**config.mk**
```make
export PLATFORM = sky130hd
export DESIGN_NAME = rc_pulse_toggle_switch_core
export DESIGN_NICKNAME = d
export VERILOG_FILES = /design/src/rtl/rcpts_pkg.sv /design/src/rtl/rc_pulse_toggle_switch_core.sv
export SDC_FILE = /design/constraint.sdc
export NUM_CORES = 1
export LEC_CHECK = 0
export ABC_AREA = 1
export BUFFER_PORTS_ARGS = -buffer_cell sky130_fd_sc_hd__buf_2
export CAP_MARGIN = 40
export CORE_AREA = 4 4 180 182
export DETAILED_ROUTE_END_ITERATION = 10
export DIE_AREA = 0 0 184 186
export GPL_TIMING_DRIVEN = 0
export PLACE_DENSITY = 0.49
export SYNTH_ARGS = -nofsm -noshare
export SYNTH_HDL_FRONTEND = slang
export SYNTH_SLANG_ARGS = --single-unit
```
**constraint.sdc**
```tcl
create_clock -name clk -period 6 [get_ports clk]
set_clock_uncertainty 0.1 [all_clocks]
set_input_delay 1.2 -clock clk [delete_from_list [all_inputs] [get_ports clk]]
set_output_delay 1.2 -clock clk [all_outputs]
set_load 0.02 [all_outputs]
```
**src/rtl/rcpts_pkg.sv**
```systemverilog
// Package for the RC pulse toggle switch: field widths, codes, register
// indexes and reset values of the configuration registers.
// No dependencies.
package rcpts_pkg;

	localparam int CFG_W        = 16;
	localparam int WIDTH_W      = 16;
	localparam int IN_TDATA_W   = 16;
	localparam int OUT_TDATA_W  = 8;
	localparam int REG_IDX_W    = 2;
	localparam int COUNT_WIDTH  = 16;

	// input kinds carried on tuser
	localparam logic OP_WIDTH = 1'b0;
	localparam logic OP_TICK  = 1'b1;

	// configuration register indexes
	localparam logic [REG_IDX_W-1:0] REG_OFF_MAX   = 2'd0;
	localparam logic [REG_IDX_W-1:0] REG_ON_MIN    = 2'd1;
	localparam logic [REG_IDX_W-1:0] REG_WINDOW    = 2'd2;
	localparam logic [REG_IDX_W-1:0] REG_PHASE     = 2'd3;

	localparam logic [CFG_W-1:0] OFF_MAX_RESET = 16'd350;
	localparam logic [CFG_W-1:0] ON_MIN_RESET  = 16'd400;
	localparam logic [CFG_W-1:0] WINDOW_RESET  = 16'd500;
	localparam logic [CFG_W-1:0] PHASE_RESET   = 16'd80;

	// pulse train lengths in phases
	localparam logic [1:0] PHASES_DOUBLE = 2'd1;
	localparam logic [1:0] PHASES_SINGLE = 2'd3;

	typedef enum logic [1:0] {
		LV_UNKNOWN = 2'd0,
		LV_ON      = 2'd1,
		LV_OFF     = 2'd2
	} lvl_t;

endpackage

```
**src/rtl/rc_pulse_toggle_switch_core.sv**
```systemverilog
// Top level of the RC pulse toggle switch: input register, single-pass
// state update and output register.
// Depends on rcpts_pkg.

// Each transfer on the slave side is either a measured receiver pulse width
// (tuser 0) or one time tick (tuser 1) and yields exactly one result on the
// master side, showing line level, switch state, window and pulse train
// status after that item. The block takes one item per clock cycle while
// the master side is not stalled; each item passes the input register,
// then the output register, and the state update between the two
// registers is a handful of compares and counter steps on COUNT_WIDTH
// bit counters.
// The user must write thresholds and tick counts through the plain write
// port only while no item is in flight; the block does not enforce this.
module rc_pulse_toggle_switch_core #(
	parameter int COUNT_WIDTH = rcpts_pkg::COUNT_WIDTH
) (
	input  logic                                clk,
	input  logic                                arst_n,
	input  logic                                s_tvalid,
	output logic                                s_tready,
	input  logic [rcpts_pkg::IN_TDATA_W-1:0]    s_tdata,  // [15:0] width
	input  logic                                s_tuser,  // [0] op
	output logic                                m_tvalid,
	input  logic                                m_tready,
	// [0] switch_state, [2:1] line_level, [3] window_open, [4] pulse_busy, [7:5] zero
	output logic [rcpts_pkg::OUT_TDATA_W-1:0]   m_tdata,
	input  logic                                wr_en,
	input  logic [rcpts_pkg::REG_IDX_W-1:0]     wr_index,
	input  logic [rcpts_pkg::CFG_W-1:0]         wr_data
);
	import rcpts_pkg::*;

	localparam int CW = COUNT_WIDTH;

	// configuration
	logic [CFG_W-1:0] off_max_q, on_min_q, window_q, phase_q;

	// input stage
	logic               valid_s1;
	logic               op_s1;
	logic [WIDTH_W-1:0] width_s1;
	logic               advance;

	// block state
	lvl_t          lvl_q, lvl_d;
	logic          win_act_q, win_act_d;
	logic [CW-1:0] win_left_q, win_left_d;
	logic          second_q, second_d;
	logic          out_q, out_d;
	logic [1:0]    phases_q, phases_d;
	logic [CW-1:0] pcount_q, pcount_d;

	logic          toggled;
	logic [CW-1:0] pc_inc;
	logic [CW-1:0] win_sat, phase_sat;

	// output stage
	logic                   m_valid_q;
	logic [OUT_TDATA_W-1:0] m_data_q;

	assign advance  = valid_s1 && (!m_valid_q || m_tready);
	assign s_tready = !valid_s1 || advance;
	assign m_tvalid = m_valid_q;
	assign m_tdata  = m_data_q;

	// saturate the tick counts to the counter range; zero acts as one
	generate
		if (CW >= CFG_W) begin : g_wide
			assign win_sat   = (window_q == '0) ? CW'(1) : CW'(window_q);
			assign phase_sat = (phase_q == '0) ? CW'(1) : CW'(phase_q);
		end else begin : g_narrow
			assign win_sat   = (window_q == '0) ? CW'(1) :
				(|window_q[CFG_W-1:CW]) ? {CW{1'b1}} : window_q[CW-1:0];
			assign phase_sat = (phase_q == '0) ? CW'(1) :
				(|phase_q[CFG_W-1:CW]) ? {CW{1'b1}} : phase_q[CW-1:0];
		end
	endgenerate

	always_ff @(posedge clk or negedge arst_n) begin
		if (!arst_n) begin
			off_max_q <= OFF_MAX_RESET;
			on_min_q  <= ON_MIN_RESET;
			window_q  <= WINDOW_RESET;
			phase_q   <= PHASE_RESET;
		end else if (wr_en) begin
			unique case (wr_index)
				REG_OFF_MAX: off_max_q <= wr_data;
				REG_ON_MIN:  on_min_q  <= wr_data;
				REG_WINDOW:  window_q  <= wr_data;
				REG_PHASE:   phase_q   <= wr_data;
				default:     ;
			endcase
		end
	end

	always_ff @(posedge clk or negedge arst_n) begin
		if (!arst_n) begin
			valid_s1 <= 1'b0;
		end else if (s_tready) begin
			valid_s1 <= s_tvalid;
		end
	end

	always_ff @(posedge clk) begin
		if (s_tvalid && s_tready) begin
			op_s1    <= s_tuser;
			width_s1 <= s_tdata[WIDTH_W-1:0];
		end
	end

	always_comb begin
		lvl_d      = lvl_q;
		win_act_d  = win_act_q;
		win_left_d = win_left_q;
		second_d   = second_q;
		out_d      = out_q;
		phases_d   = phases_q;
		pcount_d   = pcount_q;
		toggled    = 1'b0;
		pc_inc     = pcount_q + CW'(1);
		if (op_s1 == OP_WIDTH) begin
			// OFF test first: it wins when the thresholds overlap
			if (width_s1 <= off_max_q) begin
				toggled = (lvl_q == LV_ON);
				lvl_d   = LV_OFF;
			end else if (width_s1 >= on_min_q) begin
				toggled = (lvl_q == LV_OFF);
				lvl_d   = LV_ON;
			end
			if (toggled) begin
				if (!win_act_q) begin
					win_act_d  = 1'b1;
					win_left_d = win_sat;
					second_d   = 1'b0;
				end else begin
					second_d = 1'b1;
				end
			end
		end else begin
			// advance the running train, then let an expiring window restart it
			if (phases_q != 2'd0) begin
				if (pc_inc >= phase_sat) begin
					pcount_d = '0;
					out_d    = ~out_q;
					phases_d = phases_q - 2'd1;
				end else begin
					pcount_d = pc_inc;
				end
			end
			if (win_act_q) begin
				if (win_left_q <= CW'(1)) begin
					win_act_d  = 1'b0;
					win_left_d = '0;
					phases_d   = second_q ? PHASES_DOUBLE : PHASES_SINGLE;
					second_d   = 1'b0;
					out_d      = 1'b1;
					pcount_d   = '0;
				end else begin
					win_left_d = win_left_q - CW'(1);
				end
			end
		end
	end

	always_ff @(posedge clk or negedge arst_n) begin
		if (!arst_n) begin
			lvl_q      <= LV_UNKNOWN;
			win_act_q  <= 1'b0;
			win_left_q <= '0;
			second_q   <= 1'b0;
			out_q      <= 1'b0;
			phases_q   <= 2'd0;
			pcount_q   <= '0;
		end else if (advance) begin
			lvl_q      <= lvl_d;
			win_act_q  <= win_act_d;
			win_left_q <= win_left_d;
			second_q   <= second_d;
			out_q      <= out_d;
			phases_q   <= phases_d;
			pcount_q   <= pcount_d;
		end
	end

	always_ff @(posedge clk or negedge arst_n) begin
		if (!arst_n) begin
			m_valid_q <= 1'b0;
		end else if (advance) begin
			m_valid_q <= 1'b1;
		end else if (m_tready) begin
			m_valid_q <= 1'b0;
		end
	end

	always_ff @(posedge clk) begin
		if (advance) begin
			m_data_q <= {3'b000, (phases_d != 2'd0), win_act_d, lvl_d, out_d};
		end
	end

	// window counter is non-zero exactly while the window runs
	a_win_left: assert property (@(posedge clk) disable iff (!arst_n)
		win_act_q == (win_left_q != '0))
		else $error("window counter out of step with window flag");

	a_second_in_window: assert property (@(posedge clk) disable iff (!arst_n)
		second_q |-> win_act_q)
		else $error("second toggle marked outside a window");

	a_idle_count: assert property (@(posedge clk) disable iff (!arst_n)
		(phases_q == 2'd0) |-> (pcount_q == '0))
		else $error("phase counter running with no pulse train");

	a_hold_s1: assert property (@(posedge clk) disable iff (!arst_n)
		(valid_s1 && !advance) |=> (valid_s1 && $stable(width_s1) && $stable(op_s1)))
		else $error("stalled input item lost");

	a_result_per_item: assert property (@(posedge clk) disable iff (!arst_n)
		advance |=> m_valid_q)
		else $error("advanced item produced no result");

endmodule
```
# Yosys cells after proc, flatten, opt, wreduce, memory -nomap -nowiden
# Cells that the tools add are included.
# Widths: inputs -> output; s select.
[op_classes]
add_sub_neg = 3
order_cmp = 4
eq_ne = 8
mux = 39
n_bitwise = 1
n_reduce_logical = 20
[ops]
columns = ["cell", "count"]
rows = [
  ["$mux 16", 11],
  ["$ge 16x16->1", 2],
  ["$logic_not 16->1", 2],
  ["$mux 1", 19],
  ["$mux 2", 9],
  ["$add 16x1->16 const B", 1],
  ["$le 16x1->1 const B", 1],
  ["$le 16x16->1", 1],
  ["$sub 16x1->16 const B", 1],
  ["$reduce_and 2->1", 5],
  ["$reduce_and 4->1", 2],
  ["$reduce_bool 2->1", 4],
  ["$eq 2x2->1 const B", 3],
  ["$eq 2x1->1 const B", 2],
  ["$ne 2x1->1 const B", 2],
  ["$logic_and 1x1->1", 2],
  ["$logic_not 1->1", 2],
  ["$logic_not 2->1", 1],
  ["$logic_or 1x1->1", 2],
  ["$ne 2x2->1 const B", 1],
  ["$sub 2x1->2 const B", 1],
  ["$not 1->1", 1],
]
[word_totals]
ff_bits = 127
in_bits = 40
out_inout_bits = 10

# Logic depth before layout (Yosys ltp)
[depth]
depth_word = 9
mapped_depth = 19

# Worst setup path before layout
# Ideal clock, no wire load.
[synth_timing]
kind = "register to register"
start = "register pcount_q[0]"
end = "register m_data_q[4] (netlist: m_tdata[4]) (data pin)"
setup_ns = 0.259
arrival_ns = 2.437
path_slack_ns = 3.204
path_stages_with_launch = 19
path_buffers = 0
period_less_slack_ns = 2.796
path_cell_list = "dfrtp_1 -> ha_1 -> nand3_1 -> inv_1 -> nand3_1 -> nor2_1 -> nand4_1 -> o21ai_0 -> inv_1 -> ha_1 -> nand3_1 -> nor3_1 -> nand2_1 -> nand3_2 -> nand3_1 -> nand2_1 -> nand3_1 -> inv_1 -> nand3_1"
[synth_between]
elab_chain_cells = 8
[synth_lines]
columns = ["element", "line", "rtl"]
rows = [
  ["start: declaration", "rc_pulse_toggle_switch_core.sv:52", "logic [CW-1:0] pcount_q, pcount_d;"],
  ["start signal: assignment", "rc_pulse_toggle_switch_core.sv:182", "pcount_q <= pcount_d;"],
  ["$add 16x1->16 *", "rc_pulse_toggle_switch_core.sv:121", "pc_inc = pcount_q + CW'(1);"],
  ["$ge 16x16->1 *", "rc_pulse_toggle_switch_core.sv:143", "if (pc_inc >= phase_sat) begin"],
  ["$mux 2 *", "rc_pulse_toggle_switch_core.sv:143", ""],
  ["$mux 2 *", "rc_pulse_toggle_switch_core.sv:142", "if (phases_q != 2'd0) begin"],
  ["$mux 2", "rc_pulse_toggle_switch_core.sv:152", "if (win_left_q <= CW'(1)) begin"],
  ["$mux 2 *", "rc_pulse_toggle_switch_core.sv:151", "if (win_act_q) begin"],
  ["$mux 2 *", "rc_pulse_toggle_switch_core.sv:122", "if (op_s1 == OP_WIDTH) begin"],
  ["$reduce_bool 2->1 *", "rc_pulse_toggle_switch_core.sv:198", "m_data_q <= {3'b000, (phases_d != 2'd0), win_act_d, lvl_d, out_d};"],
  ["end signal: assignment", "rc_pulse_toggle_switch_core.sv:198", ""],
  ["end: declaration", "rc_pulse_toggle_switch_core.sv:60", "logic [OUT_TDATA_W-1:0] m_data_q;"],
]
# Every way passes the cells marked *; elsewhere a longest branch is shown, timed or not.
# A chain may end at the register's enable or synchronous reset.

# Final worst setup path
# Same ends and word-level chain as after synthesis.

==> run_results.csv <==
group,metric,value,unit
outcome,status,"complete, no violations",
die,die_w,184,µm
timing,final_min_period_over_clock_period,59.1,%
route,via_per_inst,4.35,
critical_path,worstPathCellList,"ha_1, nand3_1, inv_1, nand3_1, nor2_1, nand4_1, o21ai_0, inv_1, ha_1, nand3_1, nor3_1, nand2_1, nand3_2, nand3_1, nand2_1, nand3_1, inv_1, nand3_1",
die,design.die.area,34200,µm²
finish,utilization,28.2,%
place,place_area,8050,µm²
critical_path,crit_slowest_cell,"sky130_fd_sc_hd__dfrtp_1",
clock_network,cts_buffers,17,
place,numPortBuffers,46,
timing,timing_hold_violations_final,0,
critical_path,timing.critical_path.arrival,3.60,ns
finish,drive_above_1_share,13.3,%
global_routing,first_global_vias,5838,
timing,final-setup-viol-count,0,
route,postRouteWirelength,18800,µm
clock_network,clock_tree.buffer_depth,2,
die,die-height,186,µm
timing,fin_tns_setup,0,ns
hold_path,min-delay-path-class,"flip-flop to flip-flop",
timing,relSlewSlack,48.9,%
synthesis,fraction_of_synthesized_cell_area_taken_by_the_top_area_cell_type,30.2,%
global_routing,first_pass_grt_wire_length,31200,µm
finish,fill_cells,3343,
route,via_count,5924,
synthesis,yosys.area.top_type,"sky130_fd_sc_hd__dfrtp_1",
place,hpwl,14300,µm
global_routing,track_usage,11.5,%
clock_network,clk_pin_slew,0.07,ns
synthesis,number_of_flops_mapped_to_enable_cells_by_yosys,22,
critical_path,critPathMostFrequentCell,"sky130_fd_sc_hd__nand3_1",
clock_network,cts.sink_count,127,
route,ant_nets,0,
critical_path,crit_required,6.05,ns
timing,max_slew.worst_pin.slew,0.766,ns
finish,layout_cell_area_excl_fill,8630,µm²
critical_path,reg2reg_setup_slack,2.45,ns
timing,timing.final.crit_period,3.55,ns
synthesis,syn-mean-instance-area,8.23,µm²
timing,rsz0062_at_grt,"no",
die,core_area,30600,µm²
clock_network,postCtsSetupRepairBufs,0,
clock_network,ctsHtreeMaxLevel,4,
critical_path,crit_path_buffers_inverters,3,
job,cap_violations,0,
route,avgRoutedWirePerCell,13.8,µm
global_routing,globalRouteOverflowTotal,0,
synthesis,ys.warnings.count,0,
synthesis,synth-main-ff-cell,"sky130_fd_sc_hd__dfrtp_1",
timing,max_freq,282,MHz
die,rows,64,
power_and_ir_drop,power_per_cell_area,412,nW/µm²
die,floorplan.initialDensity,23.8,%
synthesis,yosys.cell_types.count,44,
place,gpl.final_weighted_congestion,0.785,
synthesis,synth_sequential_area_ratio,45.4,%
critical_path,critPathLaunchType,"flip-flop",
clock_network,clk_latency,0.42,ns
synthesis,synthCells,885,
critical_path,biggest_fanout_along_the_worst_timing_path,7,
global_routing,grt_max_degree,86,
power_and_ir_drop,vdd_ir_drop_max,0.194,mV
synthesis,synth_top_cells_by_area,"sky130_fd_sc_hd__dfrtp_1 (30%), sky130_fd_sc_hd__nand2_1 (12%), sky130_fd_sc_hd__edfxtp_1 (9.1%)",
route,detailedRoute.firstPassIterationCount,5,
global_routing,grt_antenna_before_repair,0,
critical_path,timing.critical_path.max_delay_family,"simple AND/OR/NAND/NOR gates",
synthesis,synth-async-reset-ratio,82.7,%
synthesis,ys_seq_elements,127,
finish,antennaDiodeCount,0,
finish,nets,1045,
route,detail_route.drc_violations,0,
critical_path,critical_path.endpoint_type,"flip-flop",
die,io_pins,50,
timing,slew_violations,0,
synthesis,mappedNetlistArea,7290,µm²
clock_network,cts-hold-fix-buffers,0,
power_and_ir_drop,power_leakage,4.11,nW
critical_path,critPathMaxStageDelay,0.44,ns
finish,flow.area_growth_from_synthesis,18.4,%
route,drt_first_iter_violations,429,
clock_network,cell_at_the_root_of_the_clock_tree,"sky130_fd_sc_hd__clkbuf_16",
clock_network,postCtsResizedCells,0,
clock_network,cts_tree,"done",
critical_path,setup.worst_path.class,"flip-flop to flip-flop",
==> through the flow <==
stage / power, W / hold slack, ns / std cells / setup slack, ns
6_report: 0.00356 / 0.379 / 1362 / 2.45
5_1_grt: 0.00386 / 0.400 / 1362 / 2.07
4_1_cts: 0.00359 / 0.380 / 1362 / 2.46
3_5_place_dp: 0.00256 / 0.366 / 1330 / 2.49
3_3_place_gp: 0.00253 / 0.360 / 1329 / 2.21
2_1_floorplan: 0.00220 / 0.342 / 887 / 3.20
==> synth_stat cells, types with 6 or more instances <==
cell	n
sky130_fd_sc_hd__clkbuf_1	17
sky130_fd_sc_hd__nor3_1	8
sky130_fd_sc_hd__xor2_1	19
sky130_fd_sc_hd__ha_1	52
sky130_fd_sc_hd__nor4_1	8
sky130_fd_sc_hd__buf_2	7
sky130_fd_sc_hd__o211ai_1	6
sky130_fd_sc_hd__nand3_1	36
sky130_fd_sc_hd__inv_1	129
sky130_fd_sc_hd__dfrtp_1	88
sky130_fd_sc_hd__dfstp_2	17
sky130_fd_sc_hd__nand4_1	29
sky130_fd_sc_hd__edfxtp_1	22
sky130_fd_sc_hd__nor2_1	34
sky130_fd_sc_hd__a21oi_1	22
sky130_fd_sc_hd__o21ai_0	113
sky130_fd_sc_hd__nand2_1	226
sky130_fd_sc_hd__o21ai_1	8
==> layer usage <==
layer / vias to the layer above / track usage [%] / share of wire (%)
li1: 3049 / - / -
met1: 2755 / 16.4 / 50
met2: 112 / 17.9 / 45
met3: 8 / 1.97 / 4.2
met4: 0 / 3.14 / 0.65
met5: - / 0 / 0
==> cells by family (layout without fill, tap and decap cells) <==
family,Yosys count,in the layout,share of synthesized area (%)
flip-flops,127,127,45.4
other,1,3,0.0515
adder cells (fa/ha/maj),52,52,8.93
buffers and inverters,161,240,8.72
XOR/XNOR,22,22,2.64
AO/OA/AOI/OAI,160,160,11.7
AND/OR/NAND/NOR,362,362,22.5
==> worst paths after layout <==
path	from	end	cells past startpoint
max in group asynchronous	arst_n	phase_q[6]$_DFFE_PN1P_	2
worst min register to register	second_q$_DFFE_PN0P_	second_q$_DFFE_PN0P_	2
min in group asynchronous	arst_n	pcount_q[5]$_DFFE_PN0P_	1
worst min-delay path	second_q$_DFFE_PN0P_	second_q$_DFFE_PN0P_	2
worst max-delay path	pcount_q[0]$_DFFE_PN0P_	m_tdata[4]$_DFFE_PP_	18
worst max register to register	pcount_q[0]$_DFFE_PN0P_	m_tdata[4]$_DFFE_PP_	18
==> placed cells by master, fill, tap and decap left out, drive strengths merged, types with 19 or more instances in the layout <==
cell	instances
o21ai	122
edfxtp	22
xor2	19
dfrtp	88
nor2	39
buf	59
ha	52
inv	132
a21oi	24
clkbuf	35
nand2	230
nand4	29
nand3	42
==> report_power, final <==
| part | switching [W] | internal [W] | leakage (nW) |
|---|---|---|---|
| clock network | 0.000408 | 0.000609 | 0.260 |
| logic | 0.000792 | 0.000438 | 2.35 |
| registers | 0.000197 | 0.00111 | 1.51 |
==> layout make-up <==
| cell class | instances | area [µm²] | area share (%) |
|---|---|---|---|
| multi-input combinational | 599 | 3350 | 38.8 |
| sequential | 127 | 3310 | 38.4 |
| inverter | 132 | 495 | 5.74 |
| tap | 396 | 495 | 5.74 |
| clock buffer | 18 | 429 | 4.97 |
| timing repair buffer | 47 | 264 | 3.06 |
| clock inverter | 14 | 144 | 1.67 |
| buffer | 29 | 140 | 1.62 |
==> registers in the layout (all words and copies together), names as in the netlist, 5 cells and up <==
signal and count:
off_max_q 16, on_min_q 16, pcount_q 16, phase_q 16, width_s1 16, win_left_q 16, window_q 16, m_tdata 5
==> worst min-delay path, cell delays in order, from the launching register on <==
cell	delay [ns]
sky130_fd_sc_hd__dfrtp_1	0.34
sky130_fd_sc_hd__nand2_1	0.05
sky130_fd_sc_hd__nand2_1	0.05
No activity file was read; power rests on OpenSTA's default activity.
